`config.mk`:
```
export PLATFORM = sky130hd
export DESIGN_NAME = utf8_sanitizer_flat
export DESIGN_NICKNAME = d
export VERILOG_FILES = /design/src/hw/rtl/utf8s_pkg.sv /design/src/hw/rtl/utf8s_in_if.sv /design/src/hw/rtl/utf8s_out_if.sv /design/src/hw/rtl/utf8s_front.sv /design/src/hw/rtl/utf8s_queue.sv /design/src/hw/rtl/utf8s_back.sv /design/src/hw/rtl/utf8_sanitizer.sv /design/src/flat_wrapper.sv
export SDC_FILE = /design/constraint.sdc
export NUM_CORES = 1
export LEC_CHECK = 0
export BUFFER_PORTS_ARGS = -buffer_cell sky130_fd_sc_hd__buf_2
export CORE_MARGIN = 1
export CORE_UTILIZATION = 40
export CTS_BUF_LIST = sky130_fd_sc_hd__clkbuf_4 sky130_fd_sc_hd__clkbuf_8
export DETAILED_ROUTE_END_ITERATION = 16
export GPL_ROUTABILITY_DRIVEN = 0
export PLACE_DENSITY = 0.62
export SYNTH_ARGS = -nofsm -noshare
export SYNTH_HDL_FRONTEND = slang
export SYNTH_SLANG_ARGS = --single-unit
```
`constraint.sdc`:
```
create_clock -name clk -period 6.25 [get_ports clk]
set_clock_uncertainty 0.05 [all_clocks]
set_input_delay 0.3125 -clock clk [delete_from_list [all_inputs] [get_ports clk]]
set_output_delay 0.3125 -clock clk [all_outputs]
set_load 0.005 [all_outputs]
```
`src/hw/rtl/utf8s_pkg.sv`:
```
// shared types, constants and helper functions of the utf8 sanitizer
package utf8s_pkg;

	localparam logic [7:0] REP_B0 = 8'hEF;
	localparam logic [7:0] REP_B1 = 8'hBF;
	localparam logic [7:0] REP_B2 = 8'hBD;
	localparam logic [7:0] LEAD_MAX = 8'hF4;
	localparam logic [7:0] ASCII_LIMIT = 8'h80;
	localparam int unsigned QUEUE_DEPTH_DEF = 4;

	// one input beat worth of work: replacements first, then an optional passed unit
	typedef struct packed {
		logic [2:0] nrep;
		logic has_pass;
		logic [1:0] plen;
		logic [3:0][7:0] pbytes;
		logic [31:0] base_count;
		logic base_inv;
		logic eos;
	} entry_t;

	function automatic logic [31:0] sat_add(input logic [31:0] x, input logic [2:0] k);
		logic [32:0] s;
		s = {1'b0, x} + {30'b0, k};
		return s[32] ? '1 : s[31:0];
	endfunction

	function automatic logic [2:0] seq_need(input logic [7:0] lead);
		logic [2:0] n;
		if (lead[7:5] == 3'b110) begin
			n = 3'd2;
		end else if (lead[7:4] == 4'b1110) begin
			n = 3'd3;
		end else begin
			n = 3'd4;
		end
		return n;
	endfunction

	function automatic logic seq_bad(input logic [7:0] lead, input logic [7:0] b1,
			input logic [2:0] need);
		logic bad;
		case (need)
			3'd2: bad = (lead[4:1] == 4'd0);
			3'd3: bad = (lead[3:0] == 4'd0) && !b1[5];
			default: bad = ((lead[2:0] == 3'd0) && (b1[5:4] == 2'd0)) ||
				((lead == LEAD_MAX) && (b1[5:4] != 2'd0));
		endcase
		return bad;
	endfunction

endpackage

```
`src/hw/rtl/utf8s_in_if.sv`:
```
// raw byte channel
interface utf8s_in_if;
	logic valid;
	logic ready;
	logic [7:0] in_byte;
	logic end_of_string;

	modport source (output valid, output in_byte, output end_of_string, input ready);
	modport sink (input valid, input in_byte, input end_of_string, output ready);
endinterface

```
`src/hw/rtl/utf8s_out_if.sv`:
```
// cleaned byte channel
interface utf8s_out_if;
	logic valid;
	logic ready;
	logic [7:0] out_byte;
	logic last_of_run;
	logic string_done;
	logic any_invalid;
	logic [31:0] code_points;

	modport source (output valid, output out_byte, output last_of_run, output string_done,
		output any_invalid, output code_points, input ready);
	modport sink (input valid, input out_byte, input last_of_run, input string_done,
		input any_invalid, input code_points, output ready);
endinterface

```
`src/hw/rtl/utf8s_front.sv`:
```
// front end: accepts raw beats, tracks pending sequence state, builds work entries
module utf8s_front (
	input logic clk,
	input logic arst_n,
	utf8s_in_if.sink raw,
	input logic full,
	output logic push,
	output utf8s_pkg::entry_t entry
);
	import utf8s_pkg::*;

	logic [7:0] held0_q, held1_q, held2_q;
	logic [1:0] held_cnt_q;
	logic inv_q;
	logic [31:0] pc_q;

	logic accept, cont, completes, stored_lead, store_cont;
	logic [7:0] b;
	logic [2:0] need, nrep;
	logic [1:0] held_cnt_d;
	logic has_pass;
	logic [1:0] plen;
	logic [3:0][7:0] pbytes;

	assign raw.ready = !full;
	assign accept = raw.valid && raw.ready;
	assign b = raw.in_byte;
	assign cont = (b[7:6] == 2'b10);
	assign need = seq_need(held0_q);
	assign completes = ({1'b0, held_cnt_q} + 3'd1) >= need;

	always_comb begin
		nrep = 3'd0;
		has_pass = 1'b0;
		plen = 2'd0;
		pbytes = {b, b, b, b};
		held_cnt_d = 2'd0;
		stored_lead = 1'b0;
		store_cont = 1'b0;
		if ((held_cnt_q != 2'd0) && cont) begin
			if (completes) begin
				pbytes[0] = held0_q;
				pbytes[1] = (held_cnt_q == 2'd1) ? b : held1_q;
				pbytes[2] = (held_cnt_q == 2'd2) ? b : held2_q;
				pbytes[3] = b;
				if (seq_bad(held0_q, pbytes[1], need)) begin
					nrep = 3'd1;
				end else begin
					has_pass = 1'b1;
					plen = 2'(need - 3'd1);
				end
			end else begin
				store_cont = 1'b1;
				held_cnt_d = held_cnt_q + 2'd1;
				if (raw.end_of_string) begin
					nrep = {1'b0, held_cnt_q} + 3'd1;
				end
			end
		end else begin
			nrep = {1'b0, held_cnt_q};
			if (b < ASCII_LIMIT) begin
				has_pass = 1'b1;
			end else if (cont || (b > LEAD_MAX)) begin
				nrep = nrep + 3'd1;
			end else begin
				stored_lead = 1'b1;
				held_cnt_d = 2'd1;
				if (raw.end_of_string) begin
					nrep = nrep + 3'd1;
				end
			end
		end
	end

	assign push = accept && ((nrep != 3'd0) || has_pass);

	always_comb begin
		entry.nrep = nrep;
		entry.has_pass = has_pass;
		entry.plen = plen;
		entry.pbytes = pbytes;
		entry.base_count = pc_q;
		entry.base_inv = inv_q;
		entry.eos = raw.end_of_string;
	end

	always_ff @(posedge clk) begin
		if (accept && stored_lead) begin
			held0_q <= b;
		end
		if (accept && store_cont && (held_cnt_q == 2'd1)) begin
			held1_q <= b;
		end
		if (accept && store_cont && (held_cnt_q == 2'd2)) begin
			held2_q <= b;
		end
	end

	always_ff @(posedge clk or negedge arst_n) begin
		if (!arst_n) begin
			held_cnt_q <= 2'd0;
			inv_q <= 1'b0;
			pc_q <= '0;
		end else if (accept) begin
			if (raw.end_of_string) begin
				held_cnt_q <= 2'd0;
				inv_q <= 1'b0;
				pc_q <= '0;
			end else begin
				held_cnt_q <= held_cnt_d;
				inv_q <= inv_q | (nrep != 3'd0);
				pc_q <= sat_add(pc_q, nrep + {2'b0, has_pass});
			end
		end
	end

endmodule

```
`src/hw/rtl/utf8s_queue.sv`:
```
// short queue of work entries between front and back
module utf8s_queue #(
	parameter int unsigned DEPTH = utf8s_pkg::QUEUE_DEPTH_DEF
) (
	input logic clk,
	input logic arst_n,
	input logic wr_en,
	input utf8s_pkg::entry_t wr_data,
	output logic full,
	input logic rd_en,
	output utf8s_pkg::entry_t rd_data,
	output logic not_empty
);
	import utf8s_pkg::*;

	localparam int unsigned PTR_W = (DEPTH > 1) ? $clog2(DEPTH) : 1;
	localparam int unsigned CNT_W = $clog2(DEPTH + 1);

	entry_t mem [DEPTH];
	logic [PTR_W-1:0] wr_ptr_q, rd_ptr_q;
	logic [CNT_W-1:0] cnt_q;
	logic do_wr, do_rd;

	assign full = (cnt_q == CNT_W'(DEPTH));
	assign not_empty = (cnt_q != '0);
	assign do_wr = wr_en && !full;
	assign do_rd = rd_en && not_empty;
	assign rd_data = mem[rd_ptr_q];

	always_ff @(posedge clk) begin
		if (do_wr) begin
			mem[wr_ptr_q] <= wr_data;
		end
	end

	always_ff @(posedge clk or negedge arst_n) begin
		if (!arst_n) begin
			wr_ptr_q <= '0;
			rd_ptr_q <= '0;
			cnt_q <= '0;
		end else begin
			if (do_wr) begin
				wr_ptr_q <= (wr_ptr_q == PTR_W'(DEPTH - 1)) ? '0 : wr_ptr_q + PTR_W'(1);
			end
			if (do_rd) begin
				rd_ptr_q <= (rd_ptr_q == PTR_W'(DEPTH - 1)) ? '0 : rd_ptr_q + PTR_W'(1);
			end
			if (do_wr && !do_rd) begin
				cnt_q <= cnt_q + CNT_W'(1);
			end else if (do_rd && !do_wr) begin
				cnt_q <= cnt_q - CNT_W'(1);
			end
		end
	end

endmodule

```
`src/hw/rtl/utf8s_back.sv`:
```
// back end: walks an entry unit by unit and drives the output register
module utf8s_back (
	input logic clk,
	input logic arst_n,
	input logic head_valid,
	input utf8s_pkg::entry_t head,
	output logic pop,
	utf8s_out_if.source clean
);
	import utf8s_pkg::*;

	logic [2:0] unit_q;
	logic [1:0] byte_q;
	logic [31:0] run_q;

	logic out_valid_q;
	logic [7:0] out_byte_q;
	logic last_q, done_q, inv_q;
	logic [31:0] cnt_q;

	logic advance, is_rep, unit_last, entry_last, inv;
	logic [31:0] prev, cnt;
	logic [7:0] obyte;

	assign advance = head_valid && (!out_valid_q || clean.ready);
	assign is_rep = (unit_q < head.nrep);
	assign unit_last = is_rep ? (byte_q == 2'd2) : (byte_q == head.plen);
	assign entry_last = unit_last &&
		(!is_rep || ((unit_q == head.nrep - 3'd1) && !head.has_pass));
	assign prev = (unit_q == 3'd0) ? head.base_count : run_q;
	assign cnt = (byte_q == 2'd0) ? sat_add(prev, 3'd1) : run_q;
	assign inv = is_rep | head.base_inv | (head.nrep != 3'd0);
	assign pop = advance && entry_last;

	always_comb begin
		if (is_rep) begin
			case (byte_q)
				2'd0: obyte = REP_B0;
				2'd1: obyte = REP_B1;
				default: obyte = REP_B2;
			endcase
		end else begin
			obyte = head.pbytes[byte_q];
		end
	end

	always_ff @(posedge clk or negedge arst_n) begin
		if (!arst_n) begin
			unit_q <= 3'd0;
			byte_q <= 2'd0;
			out_valid_q <= 1'b0;
		end else begin
			if (advance) begin
				out_valid_q <= 1'b1;
				if (entry_last) begin
					unit_q <= 3'd0;
					byte_q <= 2'd0;
				end else if (unit_last) begin
					unit_q <= unit_q + 3'd1;
					byte_q <= 2'd0;
				end else begin
					byte_q <= byte_q + 2'd1;
				end
			end else if (clean.ready) begin
				out_valid_q <= 1'b0;
			end
		end
	end

	always_ff @(posedge clk) begin
		if (advance) begin
			run_q <= cnt;
			out_byte_q <= obyte;
			last_q <= entry_last;
			done_q <= entry_last && head.eos;
			inv_q <= inv;
			cnt_q <= cnt;
		end
	end

	assign clean.valid = out_valid_q;
	assign clean.out_byte = out_byte_q;
	assign clean.last_of_run = last_q;
	assign clean.string_done = done_q;
	assign clean.any_invalid = inv_q;
	assign clean.code_points = cnt_q;

endmodule

```
`src/hw/rtl/utf8_sanitizer.sv`:
```
// top level of the streaming utf8 sanitizer
//
//   channel  dir  payload                                              beat
//   raw      in   in_byte, end_of_string                               one source byte
//   clean    out  out_byte, last_of_run, string_done, any_invalid,     one cleaned byte
//                 code_points
//
// a raw beat is taken every cycle while the entry queue has room
// each raw beat gives the back end 0 to 12 output bytes, sent one per clean handshake
// a raw beat reaches clean through the entry queue and then the output register
// reset clears pending sequence state, queue and output valid flag
// stalls on clean back up through the queue to raw.ready
module utf8_sanitizer #(
	parameter int unsigned QUEUE_DEPTH = utf8s_pkg::QUEUE_DEPTH_DEF
) (
	input logic clk,
	input logic arst_n,
	utf8s_in_if.sink raw,
	utf8s_out_if.source clean
);
	import utf8s_pkg::*;

	entry_t wr_entry, rd_entry;
	logic push, full, pop, not_empty;

	utf8s_front u_front (
		.clk(clk),
		.arst_n(arst_n),
		.raw(raw),
		.full(full),
		.push(push),
		.entry(wr_entry)
	);

	utf8s_queue #(.DEPTH(QUEUE_DEPTH)) u_queue (
		.clk(clk),
		.arst_n(arst_n),
		.wr_en(push),
		.wr_data(wr_entry),
		.full(full),
		.rd_en(pop),
		.rd_data(rd_entry),
		.not_empty(not_empty)
	);

	utf8s_back u_back (
		.clk(clk),
		.arst_n(arst_n),
		.head_valid(not_empty),
		.head(rd_entry),
		.pop(pop),
		.clean(clean)
	);

endmodule

```
`src/flat_wrapper.sv`:
```
// flat-port wrapper written by rule: the top's interface ports become plain ports
module utf8_sanitizer_flat import utf8s_pkg::*;
#(
	parameter int unsigned QUEUE_DEPTH = utf8s_pkg::QUEUE_DEPTH_DEF
)
  (clk, arst_n, raw_valid, raw_in_byte, raw_end_of_string, raw_ready, clean_valid, clean_out_byte, clean_last_of_run, clean_string_done, clean_any_invalid, clean_code_points, clean_ready);
  utf8s_in_if raw_i ();
  utf8s_out_if clean_i ();
  input logic clk;
  input logic arst_n;
  input wire logic [$bits(raw_i.valid)-1:0] raw_valid;
  input wire logic [$bits(raw_i.in_byte)-1:0] raw_in_byte;
  input wire logic [$bits(raw_i.end_of_string)-1:0] raw_end_of_string;
  output wire logic [$bits(raw_i.ready)-1:0] raw_ready;
  output wire logic [$bits(clean_i.valid)-1:0] clean_valid;
  output wire logic [$bits(clean_i.out_byte)-1:0] clean_out_byte;
  output wire logic [$bits(clean_i.last_of_run)-1:0] clean_last_of_run;
  output wire logic [$bits(clean_i.string_done)-1:0] clean_string_done;
  output wire logic [$bits(clean_i.any_invalid)-1:0] clean_any_invalid;
  output wire logic [$bits(clean_i.code_points)-1:0] clean_code_points;
  input wire logic [$bits(clean_i.ready)-1:0] clean_ready;
  assign raw_i.valid = raw_valid;
  assign raw_i.in_byte = raw_in_byte;
  assign raw_i.end_of_string = raw_end_of_string;
  assign raw_ready = raw_i.ready;
  assign clean_valid = clean_i.valid;
  assign clean_out_byte = clean_i.out_byte;
  assign clean_last_of_run = clean_i.last_of_run;
  assign clean_string_done = clean_i.string_done;
  assign clean_any_invalid = clean_i.any_invalid;
  assign clean_code_points = clean_i.code_points;
  assign clean_i.ready = clean_ready;
  utf8_sanitizer #(.QUEUE_DEPTH(QUEUE_DEPTH)) u_core (.clk(clk), .arst_n(arst_n), .raw(raw_i), .clean(clean_i));
endmodule
```
## After elaboration in Yosys (flattened, before gate mapping)

Memories as Yosys holds them, arrays and structs flattened.
Index checks and enable logic that the tools add are counted.

- Register bits after elaboration: 115
- Bits in writable memories: 288
- Input bits: 13
- Output and inout port bits: 45
- Logic and storage cells: 157
- Memories kept: 1

Memory list:

| memory | depth | width | read ports | clocked after memory_dff | wr ports | line | RTL |
|---|---|---|---|---|---|---|---|
| u_core.u_queue.mem | 4 | 72 | 1 | 0 | 1 | utf8s_queue.sv:19 | `entry_t mem [DEPTH];` |

- $add $sub $neg: 13
- $lt $le $gt $ge: 5
- Eq/ne operators: 15
- Muxes and demuxes: 56
- Bitwise logic cells: 3
- Reduce and logical (&&, ||, !) cells: 47

Operator list:

| kind | number |
|---|---|
| $mux 32 | 5 |
| $mux 24 | 2 |
| $mux 3 | 12 |
| $add 32x1->33 const B | 1 |
| $add 32x3->33 | 1 |
| $mux 8 | 4 |
| $mux 1 | 20 |
| $mux 2 | 10 |
| $logic_and 1x1->1 | 19 |
| $bmux 8 s2 | 1 |
| $pmux 7 s2 | 1 |
| $eq 2x2->1 const B | 5 |
| $reduce_bool 2->1 | 5 |
| $reduce_bool 3->1 | 3 |
| $add 2x1->2 const B | 4 |
| $eq 8x8->1 const B | 1 |
| $gt 8x8->1 const B | 1 |
| $logic_not 4->1 | 2 |
| $lt 8x8->1 const B | 1 |
| $logic_not 1->1 | 7 |
| $add 3x1->3 const B | 2 |
| $eq 3x2->1 const B | 2 |
| $eq 3x3->1 const B | 2 |
| $logic_not 3->1 | 2 |
| 16 further kinds | 26 |

## Longest topological paths before layout

- Word-level depth: 19
- Mapped depth: 22
- Gate-level depth less buffers: 21

## Modules after synthesis

From an unflattened synthesis, not the netlist that was laid out.

- Cells, all modules: 1147
- Area, all modules: 18144.9 sq um

Modules (own cells, without submodules):

| module | instances | cells an instance | area an instance (sq um) | seq. area each (sq um) |
|---|---|---|---|---|
| utf8s_queue | 1 | 413 | 10832.9 | 8823.5 |
| utf8s_front | 1 | 378 | 3664.8 | 1596.5 |
| utf8s_back | 1 | 356 | 3647.2 | 1441.4 |

## Worst setup path after synthesis

No wires, ideal clock.

- Path kind: register to register
- From: register u_core.u_front.held_cnt_q[0]
- To: memory u_core.u_queue.mem[0][0] (netlist name), enable pin
- Library setup time: 438 ps
- Arrival: 4003 ps
- Data required time: 5762 ps
- Path slack: 1759 ps
- Cell stages (with the launch flop): 10
- Buffers on the path: 0
- Period minus slack after synthesis: 4491 ps
- Path through: dfrtp_1 inv_1 ha_1 ha_1 a21o_1 a21o_1 nand2_1 or2_2 a41oi_2 and2_1

- Longest elaborated chain between the ends: 17
- Elaborated cells between the ends (all ways): 32
- Classes of those cells: add/sub (1); order compare (1); eq/ne (1); mux (16); reduce/logical (13)

Ends and longest elaborated chain:

| item | line | RTL |
|---|---|---|
| start: declaration | utf8s_front.sv:13 | `logic [1:0] held_cnt_q;` |
| start signal: assignment | utf8s_front.sv:110 | `held_cnt_q <= held_cnt_d;` |
| $eq 2x1->1 | utf8s_front.sv:43 | `pbytes[1] = (held_cnt_q == 2'd1) ? b : held1_q;` |
| $mux 8 | utf8s_front.sv:43 |  |
| $logic_not 2->1 / $reduce_bool 2->1 (equally long branches) | utf8s_pkg.sv:46, utf8s_pkg.sv:47 |  |
| $logic_and 1x1->1, on equally long branches | utf8s_pkg.sv:46, utf8s_pkg.sv:47 |  |
| $logic_or 1x1->1 | utf8s_pkg.sv:46 | `default: bad = ((lead[2:0] == 3'd0) && (b1[5:4] == 2'd0)) \|\|` |
| $pmux 1 s2 | utf8s_pkg.sv:43 | `case (need)` |
| $mux 1 | utf8s_front.sv:41 | `if (completes) begin` |
| $mux 1 | utf8s_front.sv:40 | `if ((held_cnt_q != 2'd0) && cont) begin` |
| (+2 left out) | n/a |  |
| $mux 3 | utf8s_front.sv:40 |  |
| $reduce_bool 3->1 | utf8s_front.sv:75 | `assign push = accept && ((nrep != 3'd0) \|\| has_pass);` |
| $logic_or 1x1->1 * | utf8s_front.sv:75 |  |
| $logic_and 1x1->1 * | utf8s_front.sv:75 |  |
| $logic_and 1x1->1 * | utf8s_queue.sv:26 | `assign do_wr = wr_en && !full;` |
| via u_core.u_queue.do_wr | utf8s_queue.sv:22 | `logic do_wr, do_rd;` |
| $mux 1 * | utf8s_queue.sv:31 | `if (do_wr) begin` |
| $mux 1 (not written as such) * | utf8s_queue.sv:32 | `mem[wr_ptr_q] <= wr_data;` |
| end: declaration | utf8s_queue.sv:19 |  |

Mark *: on every way through the listed nets, which the timed path passes. The rest lies on a longest branch. The select of a mux whose other input is x is not followed.

==> parameters.txt <==
Parameter                              Value

Outcome
  Run status    complete, no violations

STA
  Final hold violation count    0
  Unrepaired setup endpoints after global routing    false
  Fin. max-slew vios    0
  Worst-margin pin slew    1141 ps
  Number of failing setup endpoints in the final timing report    0
  Worst slack on hold paths    243.9 ps
  Total negative slack for setup checks    0 ps
  Remaining max-slew budget at the tightest pin    23.27%
  Peak clock frequency supported by timing    181.5 MHz
  Share of the cycle needed by the critical path after routing    88.18%
  Shortest period the worst path allows    5511 ps

Routing
  Number of DRC markers in iteration 0    867
  Total Wirelength    37920 um
  Post-route ant nets    0
  Number of optimization iterations in the first detailed-route pass    5
  Detailed-route DRC error count    0
  Average wire length per cell after detail routing    20.02 um
  Via count normalized by instance count    5.464
  Total via count after detailed routing    10350

Floorplan
  Die area    45720 um2
  Number of standard-cell rows in the floorplan    77
  Horizontal die dimension    213.8 um
  Y dimension of the die    213.8 um
  Area of the core    44220 um2
  Number of ports placed on the die boundary    58
  Initial core utilization    40.58%

Worst setup path
  Startpoint type of the worst setup path    flop
  Data arrival, critical path    6010 ps
  CP Max Fanout    25
  Class of the most critical setup path    flop to flop
  Endpoint required time on the critical path    6750 ps
  Nature of the critical path endpoint    flop

Clock tree
  Worst-path clk slew    60 ps
  # H-tree levels    3
  Count of cells resized by post-cts repair    0
  CTS root buf    sky130_fd_sc_hd__clkbuf_8
  CTS tree    built
  Maximum clock path buffer count    3
  Source-to-sink clock delay at the later pin of the worst-skew pair    620 ps
  TritonCTS Buffers    67
  Sinks on the clock net    403

Power
  Internal power of the cells    0.005991 W
  Sequential fraction of design power    43.7%
  Power dissipated by switching net loads    0.002762 W
  Total power of the final layout    0.008754 W
  Switching power share of the total    31.56%
  Clk network pwr share    27.0%
  Fraction of power consumed by combinational cells    29.2%
  Worst IR Drop VDD    0.2308 mV
  Static Leak    7.327 nW
  Total power per unit cell area    430.6 nW/um2

Yosys
  Count of warnings emitted by yosys    0
  Cell area after technology mapping    17950 um2
  Number of library cell types mapped by synthesis    70
  Per-instance average area after synthesis    15.70 um2
  Number of nets produced by synthesis    1188
  Number of synthesized register bits    403
  Cell taking the most area after synthesis    sky130_fd_sc_hd__edfxtp_1
  Largest cells by area after synthesis    sky130_fd_sc_hd__edfxtp_1, sky130_fd_sc_hd__mux4_2, sky130_fd_sc_hd__dfrtp_1
  Number of enable-type register cells in the synthesized netlist    355
  Sequential-to-total area share from yosys stat    66.09%
  Cell count after synthesis    1143
  Area share of the largest cell type after synthesis    59.40%
  Dominant synthesized flop cell    sky130_fd_sc_hd__edfxtp_1
  Synth async-reset ratio    11.91%

Cells and area
  Sequential cell area    11870 um2
  Multi-input gate area in the final layout    5731 um2
  Number of fill cells in the layout    3835
  Fraction of final layout cells sized beyond drive strength 1    22.66%
  Final layout net count    1300
  Diodes inserted    0
  Util after Layout    45.97%
  Growth of design area from synthesis to finish    13.28%

Global route
  Pin count of the biggest net entering global routing    51
  Via count of the first global-routing pass    10580
  Remaining Overflow, GRT    0
  Global-route wire length before repair    59800 um
  Aggregate global-route resource usage    17.34%
  Initial antenna violation count    0

Worst hold path
  HP Class    input port to flop

Flow run
  Max-cap viol count    0

Placed design
  Number of I/O port buffers    57
  Detailed placer's ending HPWL    23400 um
path summary, 6_finish.rpt:
path / slack (ps) / start / depth (start not counted) / endpoint
hold reg to reg: 440 / u_core.u_queue.cnt_q[2] / 1 / u_core.u_queue.cnt_q[2]
hold / removal: 240 / raw_end_of_string / 2 / u_core.u_front.held_cnt_q[0]
min in group asynchronous: 290 / arst_n / 3 / u_core.u_back.clean.valid
max in group asynchronous: 5350 / arst_n / 3 / u_core.u_queue.rd_ptr_q[0]
setup / recovery: 740 / u_core.u_front.held_cnt_q[0] / 18 / u_core.u_front.pc_q[29]
setup reg to reg: 740 / u_core.u_front.held_cnt_q[0] / 18 / u_core.u_front.pc_q[29]
cell usage after synthesis, drive strengths merged, types with 3 or more instances:
| library cell | n |
|---|---|
| mux2i | 27 |
| o31ai | 5 |
| o22a | 15 |
| clkbuf | 19 |
| o21a | 6 |
| o211ai | 3 |
| nand2 | 99 |
| and3 | 10 |
| nand2b | 7 |
| and4 | 6 |
| nor2b | 6 |
| buf | 26 |
| xor2 | 8 |
| or2 | 11 |
| nor2 | 58 |
| xnor2 | 24 |
| ha | 30 |
| a21oi | 51 |
| a41oi | 6 |
| edfxtp | 355 |
| nand4 | 11 |
| nand3 | 37 |
| nor3 | 13 |
| mux2 | 26 |
| o21ai | 32 |
| a21o | 8 |
| mux4 | 78 |
| or3 | 4 |
| inv | 29 |
| and2 | 20 |
| a31oi | 21 |
| dfrtp | 48 |
| o22ai | 8 |
| nor4 | 11 |
critical path, cell delays in order (launching register included):
cell and delay (ps):
sky130_fd_sc_hd__dfrtp_1 440, sky130_fd_sc_hd__inv_1 140, sky130_fd_sc_hd__ha_1 370, sky130_fd_sc_hd__ha_1 290
sky130_fd_sc_hd__a21o_1 170, sky130_fd_sc_hd__a21o_1 220, sky130_fd_sc_hd__nand2_1 300, sky130_fd_sc_hd__or2_2 240
sky130_fd_sc_hd__nand2_1 120, sky130_fd_sc_hd__ha_1 210, sky130_fd_sc_hd__ha_1 290, sky130_fd_sc_hd__inv_1 60
sky130_fd_sc_hd__fa_1 430, sky130_fd_sc_hd__nor2b_1 260, sky130_fd_sc_hd__o21ai_0 210, sky130_fd_sc_hd__nor4_2 420
sky130_fd_sc_hd__nand2_1 610, sky130_fd_sc_hd__a31o_2 450, sky130_fd_sc_hd__a21oi_1 140
metal layers:
metal / part of all wire (%) / global-route usage (%) / up-vias
met5: 0 / 0 / -
met4: 2.0 / 5.739 / 0
met3: 5.1 / 3.661 / 64
met2: 47 / 27.91 / 280
met1: 46 / 23.45 / 5266
li1: - / - / 4738
stage by stage:
| stage | worst slack (ps) | cells | cell area, um2 |
|---|---|---|---|
| 2_1_floorplan | 1759 | 1143 | 17950 |
| 3_3_place_gp | 919.0 | 1768 | 18890 |
| 3_5_place_dp | 777.0 | 1768 | 18890 |
| 4_1_cts | 747.5 | 1894 | 20330 |
| 5_1_grt | 259.7 | 1894 | 20330 |
| 6_report | 738.8 | 1894 | 20330 |
placed cells by master, fill, tap and decap left out, types with 24 or more instances in the layout:
master,instances
sky130_fd_sc_hd__a21oi_1,50
sky130_fd_sc_hd__inv_1,29
sky130_fd_sc_hd__mux4_2,65
sky130_fd_sc_hd__ha_1,30
sky130_fd_sc_hd__buf_2,57
sky130_fd_sc_hd__nor2_1,58
sky130_fd_sc_hd__nand3_1,37
sky130_fd_sc_hd__mux2i_1,27
sky130_fd_sc_hd__clkbuf_8,70
sky130_fd_sc_hd__mux2_2,24
sky130_fd_sc_hd__edfxtp_1,355
sky130_fd_sc_hd__nand2_1,97
sky130_fd_sc_hd__dfrtp_1,46
sky130_fd_sc_hd__xnor2_1,24
sky130_fd_sc_hd__o21ai_0,29
power groups by stage:
stage / logic (W) / registers (W) / clock network, W
2_1_floorplan: 0.00201 / 0.00372 / 0
3_3_place_gp: 0.00256 / 0.00387 / 0
3_5_place_dp: 0.00258 / 0.00389 / 0
4_1_cts: 0.00260 / 0.00384 / 0.00243
5_1_grt: 0.00283 / 0.00388 / 0.00253
6_report: 0.00256 / 0.00383 / 0.00237
logic make-up after synthesis:
kind of cell | count (synthesis) | synth area share [%]
multiplexers | 131 | 13.24
buffers and inverters | 74 | 2.126
AO/OA/AOI/OAI | 170 | 6.212
adder cells (fa/ha/maj) | 32 | 2.315
flip-flops | 403 | 66.09
XOR/XNOR | 32 | 1.562
AND/OR/NAND/NOR | 301 | 8.450
area by class of cell:
| cell class | count | area share [%] |
|---|---|---|
| multi-input cells | 666 | 28.19 |
| flip-flops and latches | 403 | 58.38 |
| well taps | 592 | 3.644 |
| repair buffers | 88 | 2.671 |
| clock inverters | 31 | 1.286 |
| inverters | 29 | 0.5354 |
| clock buffers | 85 | 5.293 |
repair_timing:
action	CTS	global route
buffers inserted	0	0
endpoints found under the setup margin	0	0
hold buffers	10	0
hold endpoints to repair	105	0
registers in the layout (all words and copies together), names as in the netlist:
name,cells
u_core.u_back.byte_q,2
u_core.u_back.clean.any_invalid,1
u_core.u_back.clean.code_points,32
u_core.u_back.clean.last_of_run,1
u_core.u_back.clean.out_byte,8
u_core.u_back.clean.string_done,1
u_core.u_back.clean.valid,1
u_core.u_back.unit_q,3
u_core.u_front.held0_q,8
u_core.u_front.held1_q,8
u_core.u_front.held2_q,8
u_core.u_front.held_cnt_q,2
u_core.u_front.inv_q,1
u_core.u_front.pc_q,32
u_core.u_queue.cnt_q,3
u_core.u_queue.mem,288
u_core.u_queue.rd_ptr_q,2
u_core.u_queue.wr_ptr_q,2
No activity file was read; power rests on OpenSTA's default activity.
